`src/hw/rtl/matrix_multiply_defines.svh`:
```
// Assertion macros shared by the matrix multiplier RTL.
`ifndef MATRIX_MULTIPLY_DEFINES_SVH
`define MATRIX_MULTIPLY_DEFINES_SVH

// Property must hold on every clock edge outside reset.
`define MM_ASSERT(lbl, prop, msg) \
  lbl: assert property (@(posedge clk_i) disable iff (!rst_ni) (prop)) else $error(msg);

// Antecedent implies consequent in the next cycle.
`define MM_ASSERT_NEXT(lbl, ante, cons, msg) \
  lbl: assert property (@(posedge clk_i) disable iff (!rst_ni) (ante) |=> (cons)) \
    else $error(msg);

`endif

```
`src/hw/rtl/mm_ram.sv`:
```
`timescale 1ns / 1ps
// ----------------------------------------------------------------------------
// Generic RAM
// One write port, one read port with registered read data.
// ----------------------------------------------------------------------------
module mm_ram #(
  parameter int Width = 32,
  parameter int Depth = 64
) (
  input  logic                     clk_i,
  input  logic                     we_i,
  input  logic [$clog2(Depth)-1:0] waddr_i,
  input  logic [Width-1:0]         wdata_i,
  input  logic [$clog2(Depth)-1:0] raddr_i,
  output logic [Width-1:0]         rdata_o
);
  logic [Width-1:0] mem_q [Depth];

  always_ff @(posedge clk_i) begin
    if (we_i) mem_q[waddr_i] <= wdata_i;
    rdata_o <= mem_q[raddr_i];
  end
endmodule

```
`config.mk`:
```
export PLATFORM = sky130hd
export DESIGN_NAME = mm_ram
export DESIGN_NICKNAME = d
export VERILOG_FILES = /design/src/hw/rtl/matrix_multiply_defines.svh /design/src/hw/rtl/mm_ram.sv
export SDC_FILE = /design/constraint.sdc
export NUM_CORES = 2
export LEC_CHECK = 0
export ABC_AREA = 1
export ABC_CLOCK_PERIOD_IN_PS = 6050
export BUFFER_PORTS_ARGS = -buffer_cell sky130_fd_sc_hd__buf_2
export CORE_MARGIN = 3
export CORE_UTILIZATION = 31
export CTS_CLUSTER_SIZE = 14
export DETAILED_ROUTE_END_ITERATION = 6
export REMOVE_ABC_BUFFERS = 1
export SKIP_CTS_REPAIR_TIMING = 1
export SYNTH_ARGS = -nofsm -noshare
export SYNTH_HDL_FRONTEND = slang
export SYNTH_SLANG_ARGS = --single-unit
```
`constraint.sdc`:
```
create_clock -name clk_i -period 6.05 [get_ports clk_i]
set_input_delay 0.605 -clock clk_i [delete_from_list [all_inputs] [get_ports clk_i]]
set_output_delay 0.605 -clock clk_i [all_outputs]
set_load 0.01 [all_outputs]
```
==> flow_summary.yaml <==
power_and_ir_drop:
  p_sw_mw: 6.56
  combPwrFrac: 0.059
  leakage_nw: 31.9
  clkPwrFrac: 0.396
  swShare: 0.223
  seq_power_share: 0.545
  power_density_nw_per_um2: 316
  peakVddDrop_mv: 0.321
  power.internal_mw: 22.8
clock_tree:
  cts-htree-levels: 4
  cts_num_sinks: 2080
  path_clk_slew_ps: 60
  insertion_delay_ps: 840
  clockBufferDepth: 3
  cts_tree: "built"
  ctsRootBufferMaster: "clkbuf_16"
  cts_made_buffers: 193
sta:
  max_freq_mhz: 331
  setup_violations: 0
  whs_ps: 404
  slew_headroom: 0.115
  tightest_slew_ps: 1330
  fin_worst_skew_ps: 31.4
  fin_crit_sh: 0.499
  rsz0062_at_grt: "no"
  hold_viol_final: 0
  min_period_ps: 3020
  report.final.slew_viol_count: 0
cells_and_area:
  nNetsFinal: 6764
  utilization: 0.351
  drive_gt1_frac: 0.0763
  area_growth_pct: 12.5
  multi_input_area_um2: 18800
  design_area_um2: 93100
  register_area_um2: 62100
  n_fill_cell: 25648
critical_path:
  worstPathRequired_ps: 6540
  crit_type: "in -> reg"
  critPathMaxFanout: 19
  startpoint_type: "input pin"
  critPathArrivalTime_ps: 3510
  end_kind: "flop"
global_routing:
  overflow: 0
  grt_use_total: 0.161
  grt_pass1_vias: 51237
  grt_max_degree: 212
  antenna_found_initial: 26
  grt_pass1_wl_mm: 333
yosys:
  netlist_top_cells_count: "nand2_1 (2,248), edfxtp_1 (2,048), nand3_1 (1,907)"
  synth_edf_count: 2048
  ys_seq_elements: 2080
  synth_compound_area_frac: 0
  synth_xor_area_frac: 0
  yosysWarnings: 0
  synth_ff_type: "edfxtp_1"
  synth_cell_types: 16
  synthMuxAreaShare: 0
  synth.top_cell.area_share: 0.743
  synthSimpleGateAreaFrac: 0.221
  syn_avg_cell_area_um2: 12.2
  yosys-top-cells-area: "edfxtp_1 (74%), nand3_1 (12%), nand2_1 (10%), buf_2 (1.7%), dfxtp_1 (0.77%)"
  yosysSeqAreaShare: 0.751
  synth_top_family_by_area: "simple AND/OR/NAND/NOR gates"
  synthAdderAreaFrac: 0
  synthCells: 6769
  postSynth.asyncResetShare: 0
  yosysMostFrequentCell: "nand2_1"
  netlist_area_um2: 82700
  synth_area_leader_cell: "edfxtp_1"
drt:
  drc: 0
  vias: 52216
  vias_per_cell: 5.01
  drt_wl_total_mm: 224
  wl_per_cell_um: 21.4
  drt_iter0_drc: 5458
  drt_pass1_iterations: 7
  ant_nets: 0
die:
  io_pins: 78
  die_x_um: 523
  die_y_um: 523
  dieArea_um2: 273000
  start_util: 0.312
  row_count: 189
  coreArea_um2: 265000
placed_design:
  place_congestion: 0.798
  place_area_um2: 87100
  dp_hpwl_mm: 120
  port_buffers: 77
hold_path:
  hold_class: "in -> reg"
run_status:
  outcome: "complete, no violations"
flow_run:
  cap_violations: 0
[area by class of cell]
| cell class | instances | share of cell area |
|---|---|---|
| Multi-Input combinational cell | 4228 | 0.202 |
| Inverter | 12 | 0.000887 |
| Timing Repair Buffer | 203 | 0.0177 |
| Antenna cell | 14 | 0.000376 |
| Clock inverter | 88 | 0.00737 |
| Sequential cell | 2080 | 0.668 |
| Clock buffer | 272 | 0.0570 |
| Tap cell | 3533 | 0.0475 |
[layout by cell type (no fill, tap or decap), types with 4 or more instances in the layout]
master,count
buf_12,22
inv_6,4
nand4_1,9
bufinv_16,8
buf_4,105
inv_1,7
clkinv_2,30
clkinv_8,4
dfxtp_1,32
edfxtp_1,2048
clkinv_1,39
clkbuf_8,5
clkbuf_1,68
nor4_2,8
buf_2,72
clkbuf_16,199
nand2_1,2248
nand3_1,1907
diode_2,14
nor2_4,56
[worst paths after layout]
path	start	endpoint	cells after the start	slack [ps]
worst max-delay path	waddr_i[1]	mem_q[0][8]$_DFFE_PP_	5	3030
worst min-delay path	raddr_i[4]	rdata_o[24]$_DFF_P_	5	400
worst max register to register	mem_q[3][27]$_DFFE_PP_	rdata_o[27]$_DFF_P_	8	4510
worst min register to register	mem_q[40][29]$_DFFE_PP_	rdata_o[29]$_DFF_P_	8	810
[power groups by stage]
stage	clock, mW	combinational (mW)	sequential [mW]
finish	11.6	1.73	16.0
global route	12.4	1.91	16.0
CTS	11.8	1.73	16.0
detailed placement	0	1.73	16.3
global placement	0	1.71	16.3
floorplan	0	0.849	16.3
[registers in the layout, summed over array words and instances, names as in the netlist]
register,count
mem_q,2048
rdata_o,32
[critical path, stage by stage]
cell	delay, ps
buf_2	220
inv_1	300
nand4_1	910
nor2_4	1030
buf_4	400
[kinds of logic (layout without fill, tap and decap cells)]
logic type    after synthesis  in the layout
flops                    2080           2080
other cells                 0             14
simple gates             4228           4228
buf+inv                   461            575
[metrics by stage]
stage | setup slack (ps) | power (mW) | TNS [ps] | std cells
floorplan | -90.4 | 17.1 | -2010 | 6320
global placement | 2360 | 18.0 | 0 | 10056
detailed placement | 2300 | 18.1 | 0 | 10056
CTS | 3160 | 29.6 | 0 | 10416
global route | 2980 | 30.3 | 0 | 10428
finish | 3030 | 29.4 | 0 | 10430
[routing by layer]
metal,vias up,track usage,share of wire,wire length (µm)
met1,25749,0.199,0.39,87900
met5,-,0,0.00023,52
met3,429,0.0253,0.068,15300
met4,8,0.0662,0.040,9030
met2,2004,0.279,0.50,111000
li1,24026,-,-,-
No activity file was read; power rests on OpenSTA's default activity.
