==> src/hw/rtl/matrix_multiply_defines.svh <==
// Assertion macros shared by the matrix multiplier RTL.
`ifndef MATRIX_MULTIPLY_DEFINES_SVH
`define MATRIX_MULTIPLY_DEFINES_SVH

// Property must hold on every clock edge outside reset.
`define MM_ASSERT(lbl, prop, msg) \
  lbl: assert property (@(posedge clk_i) disable iff (!rst_ni) (prop)) else $error(msg);

// Antecedent implies consequent in the next cycle.
`define MM_ASSERT_NEXT(lbl, ante, cons, msg) \
  lbl: assert property (@(posedge clk_i) disable iff (!rst_ni) (ante) |=> (cons)) \
    else $error(msg);

`endif

==> src/hw/rtl/mm_pkg.sv <==
`timescale 1ns / 1ps
// ----------------------------------------------------------------------------
// Matrix multiplier package
// Shared sizes, register indices, types and the dimension and scaling functions.
// ----------------------------------------------------------------------------
package mm_pkg;
  localparam int MaxDim    = 8;
  localparam int FracBits  = 16;
  localparam int DimW      = $clog2(MaxDim + 1);
  localparam int IdxW      = $clog2(MaxDim);
  localparam int AddrW     = $clog2(MaxDim * MaxDim);
  localparam int CntW      = $clog2(2 * MaxDim * MaxDim + 1);
  localparam int ProdW     = 64;
  localparam int AccW      = ProdW + $clog2(MaxDim) + 1;

  localparam logic [1:0] RegRowsA  = 2'd0;
  localparam logic [1:0] RegInner  = 2'd1;
  localparam logic [1:0] RegColsB  = 2'd2;

  typedef enum logic [1:0] {
    ST_LOAD,
    ST_RUN,
    ST_DRAIN
  } state_e;

  // Control handed along the cell chain together with each operand pair.
  typedef struct packed {
    logic first;
    logic last_term;
    logic last_elem;
  } tag_t;

  function automatic logic [DimW-1:0] eff_dim(input logic [3:0] v);
    logic [DimW-1:0] r;
    if (v == 4'd0) r = DimW'(1);
    else if (32'(v) > MaxDim) r = DimW'(MaxDim);
    else r = DimW'(v);
    return r;
  endfunction

  function automatic logic [31:0] scale_sat(input logic signed [AccW-1:0] acc);
    logic signed [AccW-1:0] s;
    logic [31:0] r;
    s = acc >>> FracBits;
    if (s > AccW'(signed'(32'sh7fffffff))) r = 32'h7fffffff;
    else if (s < -AccW'(64'sh80000000)) r = 32'h80000000;
    else r = s[31:0];
    return r;
  endfunction
endpackage

==> src/hw/rtl/mm_cell.sv <==
`timescale 1ns / 1ps
// ----------------------------------------------------------------------------
// Matrix multiplier cell
// One stage of the MAC chain; each cell registers its operands, product and sum.
// ----------------------------------------------------------------------------
module mm_cell (
  input  logic                               clk_i,
  input  logic                               rst_ni,
  input  logic                               valid_i,
  input  mm_pkg::tag_t                       tag_i,
  input  logic signed [31:0]                 a_i,
  input  logic signed [31:0]                 b_i,
  input  logic signed [mm_pkg::ProdW-1:0]    prod_i,
  input  logic signed [mm_pkg::AccW-1:0]     acc_i,
  output logic                               valid_o,
  output mm_pkg::tag_t                       tag_o,
  output logic signed [31:0]                 a_o,
  output logic signed [31:0]                 b_o,
  output logic signed [mm_pkg::ProdW-1:0]    prod_o,
  output logic signed [mm_pkg::AccW-1:0]     acc_o
);
  // A cell with the multiply role feeds prod_o; a cell with the accumulate
  // role folds prod_i into acc_i. Both roles are present in every cell and
  // the neighbors pick what they use.
  logic               valid_q;
  mm_pkg::tag_t       tag_q;
  logic signed [31:0] a_q, b_q;
  logic signed [mm_pkg::ProdW-1:0] prod_q;
  logic signed [mm_pkg::AccW-1:0]  acc_q;
  logic signed [mm_pkg::AccW-1:0]  acc_d;

  always_comb begin
    acc_d = (tag_i.first ? '0 : acc_i) + mm_pkg::AccW'(prod_i);
  end

  always_ff @(posedge clk_i or negedge rst_ni) begin
    if (!rst_ni) begin
      valid_q <= 1'b0;
    end else begin
      valid_q <= valid_i;
    end
  end

  always_ff @(posedge clk_i) begin
    tag_q  <= tag_i;
    a_q    <= a_i;
    b_q    <= b_i;
    prod_q <= a_i * b_i;
    if (valid_i) acc_q <= acc_d;
  end

  assign valid_o = valid_q;
  assign tag_o   = tag_q;
  assign a_o     = a_q;
  assign b_o     = b_q;
  assign prod_o  = prod_q;
  assign acc_o   = acc_q;
endmodule

==> config.mk <==
export PLATFORM = sky130hd
export DESIGN_NAME = mm_cell
export DESIGN_NICKNAME = d
export VERILOG_FILES = /design/src/hw/rtl/matrix_multiply_defines.svh /design/src/hw/rtl/mm_pkg.sv /design/src/hw/rtl/mm_cell.sv
export SDC_FILE = /design/constraint.sdc
export NUM_CORES = 2
export LEC_CHECK = 0
export BUFFER_PORTS_ARGS = -buffer_cell sky130_fd_sc_hd__buf_2
export CAP_MARGIN = 20
export CORE_MARGIN = 2
export CORE_UTILIZATION = 50
export CTS_BUF_LIST = sky130_fd_sc_hd__clkbuf_8 sky130_fd_sc_hd__clkbuf_16
export CTS_CLUSTER_DIAMETER = 200
export DETAILED_ROUTE_END_ITERATION = 8
export GPL_TIMING_DRIVEN = 0
export PLACE_DENSITY = 0.69
export SLEW_MARGIN = 25
export SYNTH_ARGS = -nofsm -noshare
export SYNTH_HDL_FRONTEND = slang
export SYNTH_SLANG_ARGS = --single-unit
==> constraint.sdc <==
create_clock -name clk_i -period 0.8 [get_ports clk_i]
set_input_delay 0.16 -clock clk_i [delete_from_list [all_inputs] [get_ports clk_i]]
set_output_delay 0.16 -clock clk_i [all_outputs]
set_load 0.05 [all_outputs]
==> metrics.cfg <==
[yosys]
synth_top_family_by_area = adder cells
synth_commonest_cells = fa_1 (1083), inv_1 (995), nand2_1 (547), and2_1 (523), ha_1 (251)
synth_top_area_frac = 0.484
synth_top_cell_by_area = fa_1
yosysUniqueCellTypes = 73
syn_area_per_cell_um2 = 9.66
synth_compound_area_frac = 0.0613
syn_nets = 6176
synth_simple_gate_area_frac = 0.152
synthFlopType = dfxtp_1
synthAdderAreaFrac = 0.554
ys_ff_latch = 200
yosysWarnings = 0
synthMuxAreaShare = 0
synth_area_leaders = fa_1 (48%), inv_1 (8.3%), and2_1 (7.3%)
yosysSeqAreaShare = 0.105
synthXorXnorAreaFrac = 0.0268
async_reset_ff_frac = 0.00500
synthCells = 4640
synth_area_um2 = 44800
synth_most_common_cell = fa_1
synth_edf_count = 68

[timing]
min_period_ns = 7.10
totalNegativeSetupSlack_ns = -521.16
timing.fmax_ghz = 0.141
tightest_slew_ns = 0.839
slew_headroom = 0.440
hold_slack_ns = -0.0942
fin_crit_sh = 8.87
setup_violations = 329
rsz0062_at_grt = yes
hold_violations = 1
setup_slack_ns = -6.30
finalMaxSlewViolations = 0

[die]
fp.dieH_um = 303
coreArea_um2 = 88600
die_w_um = 303
dieArea_um2 = 92100
io_pins = 402
num_rows = 109
start_util = 0.506

[final_layout]
multiInputGateArea_um2 = 38300
area_delta_synth_final_pct = 29.2
fillers = 7108
final_core_util = 0.653
layout-drive-gt1-share = 0.255
regArea_um2 = 4690
nNetsFinal = 6900

[setup_path]
cp_top_family = adder cells
cp_data_arrival_time_ns = 7.57
start_kind = input pin
path_cells = buf_16 > clkbuf_16 > and2_4 > fa_2 > fa_1 > fa_2 > inv_2 > fa_1 > inv_2 > fa_1 > fa_2 > fa_2 > fa_2 > ha_4 > a21oi_4 > o21ai_4 > or4_4 > o21a_4 > a2111o_1 > a41oi_2 > o21bai_4 > o211ai_2 > o221ai_2 > xnor2_1
timing.critical_path.buf_inv = 4
critPathMaxStageDelay_ns = 0.70
crit_top_cell = fa_2
crit_path_max_fanout = 5
endpoint_kind = flop
critPathKind = input pin to flop
cp_slowest_cell = fa_2
cp.required_ns = 1.27

[route]
ant_nets = 0
via_count = 36200
wl_per_cell_um = 25.6
wirelength_um = 168000
post-route-drc-count = 0
first_pass_iters = 5
viasPerCell = 5.54
drtIter0Drc = 2854

[placed_design]
hpwl_um = 130000
numPortBuffers = 401
gp_congestion = 1.05
dpl_worst_slack_ns = -8.28

[global_route]
grt_start_max_net_pins = 50
grt-ovfl-total = 0
grt_pass1_vias = 38700
antenna_found_initial = 18
grt_pass1_wl_um = 247000
grt_usage = 0.375

[clocking]
postCtsHoldBufs = 68
path_clk_slew_ns = 0.11
h-tree-depth = 4
clock-sinks = 200
cts_tree = built
clk_path_buf_depth = 2
ctsRootBufferMaster = clkbuf_16
cts_inserted_buffers = 17

[worst_hold_path]
hold_class = input pin to flop

[outcome]
status = finished with violations
violations = hold timing, setup timing

[run]
maxCapViolations = 0

==> kinds of logic after synthesis <==
group | Yosys count
fa+ha+maj | 1334
xor+xnor | 137
flops | 200
buf+inv | 1216
simple gates | 1342
compound gates | 411
==> flip-flops by register name, indices dropped and copies added (netlist names) <==
signal	cells
a_o	32
b_o	32
tag_o	3
acc_o	68
prod_o	64
valid_o	1
==> through the flow <==
stage,instances,hold WS [ns],instance area (um^2)
floorplan,4640,-0.136,46700
global placement,6206,-0.0659,50200
detailed placement,6207,-0.0640,50200
CTS,6456,-0.111,56100
global route,6546,-0.0979,57900
finish,6548,-0.0942,57900
==> layer usage <==
layer	GRT usage	wire length, um	up-vias	share of wire
li1	-	-	15200	-
met4	0.242	13700	8	0.081
met3	0.102	16800	579	0.10
met5	0	49	-	0.00029
met2	0.587	76700	1877	0.46
met1	0.459	60600	18600	0.36
==> placed cells by master (no fill, tap or decap), types with 80 or more instances in the layout <==
master     instances
a21o_1            88
a21oi_1           81
and2_1           474
buf_2            336
buf_4            193
buf_6             87
clkbuf_16        119
dfxtp_1          131
fa_1            1003
fa_2              80
ha_1             165
inv_1            946
nand2_1          516
xnor2_1           81
==> final timing paths <==
path                           start  slack [ns]  depth (start not counted)            endpoint
min in group asynchronous     rst_ni        0.45                          3   valid_o$_DFF_PN0_
max in group asynchronous     rst_ni        0.23                          3   valid_o$_DFF_PN0_
setup / recovery             a_i[31]       -6.30                         24  prod_o[62]$_DFF_P_
hold / removal             prod_i[0]       -0.09                          2  acc_o[0]$_DFFE_PP_
==> layout make-up <==
cell class	count	area share
Multi-Input combinational cell	3224	0.662
Timing Repair Buffer	712	0.0937
Sequential cell	200	0.0810
Inverter	995	0.0647
Buffer	214	0.0621
Tap cell	1165	0.0252
Clock buffer	18	0.00778
Clock inverter	14	0.00359
Antenna cell	6	0.000259
==> what timing repair did <==
| action | in CTS | in global routing |
|---|---|---|
| pin swaps | 194 | 203 |
| endpoints found under the hold margin | 84 | 1 |
| setup buffers | 149 | 96 |
| setup endpoints to repair | 329 | 329 |
| cloned | 1 | 1 |
| gates resized for setup | 731 | 287 |
Power is not shown: default switching activity piles up to over one toggle a cycle in this logic, so the estimate is an artifact.
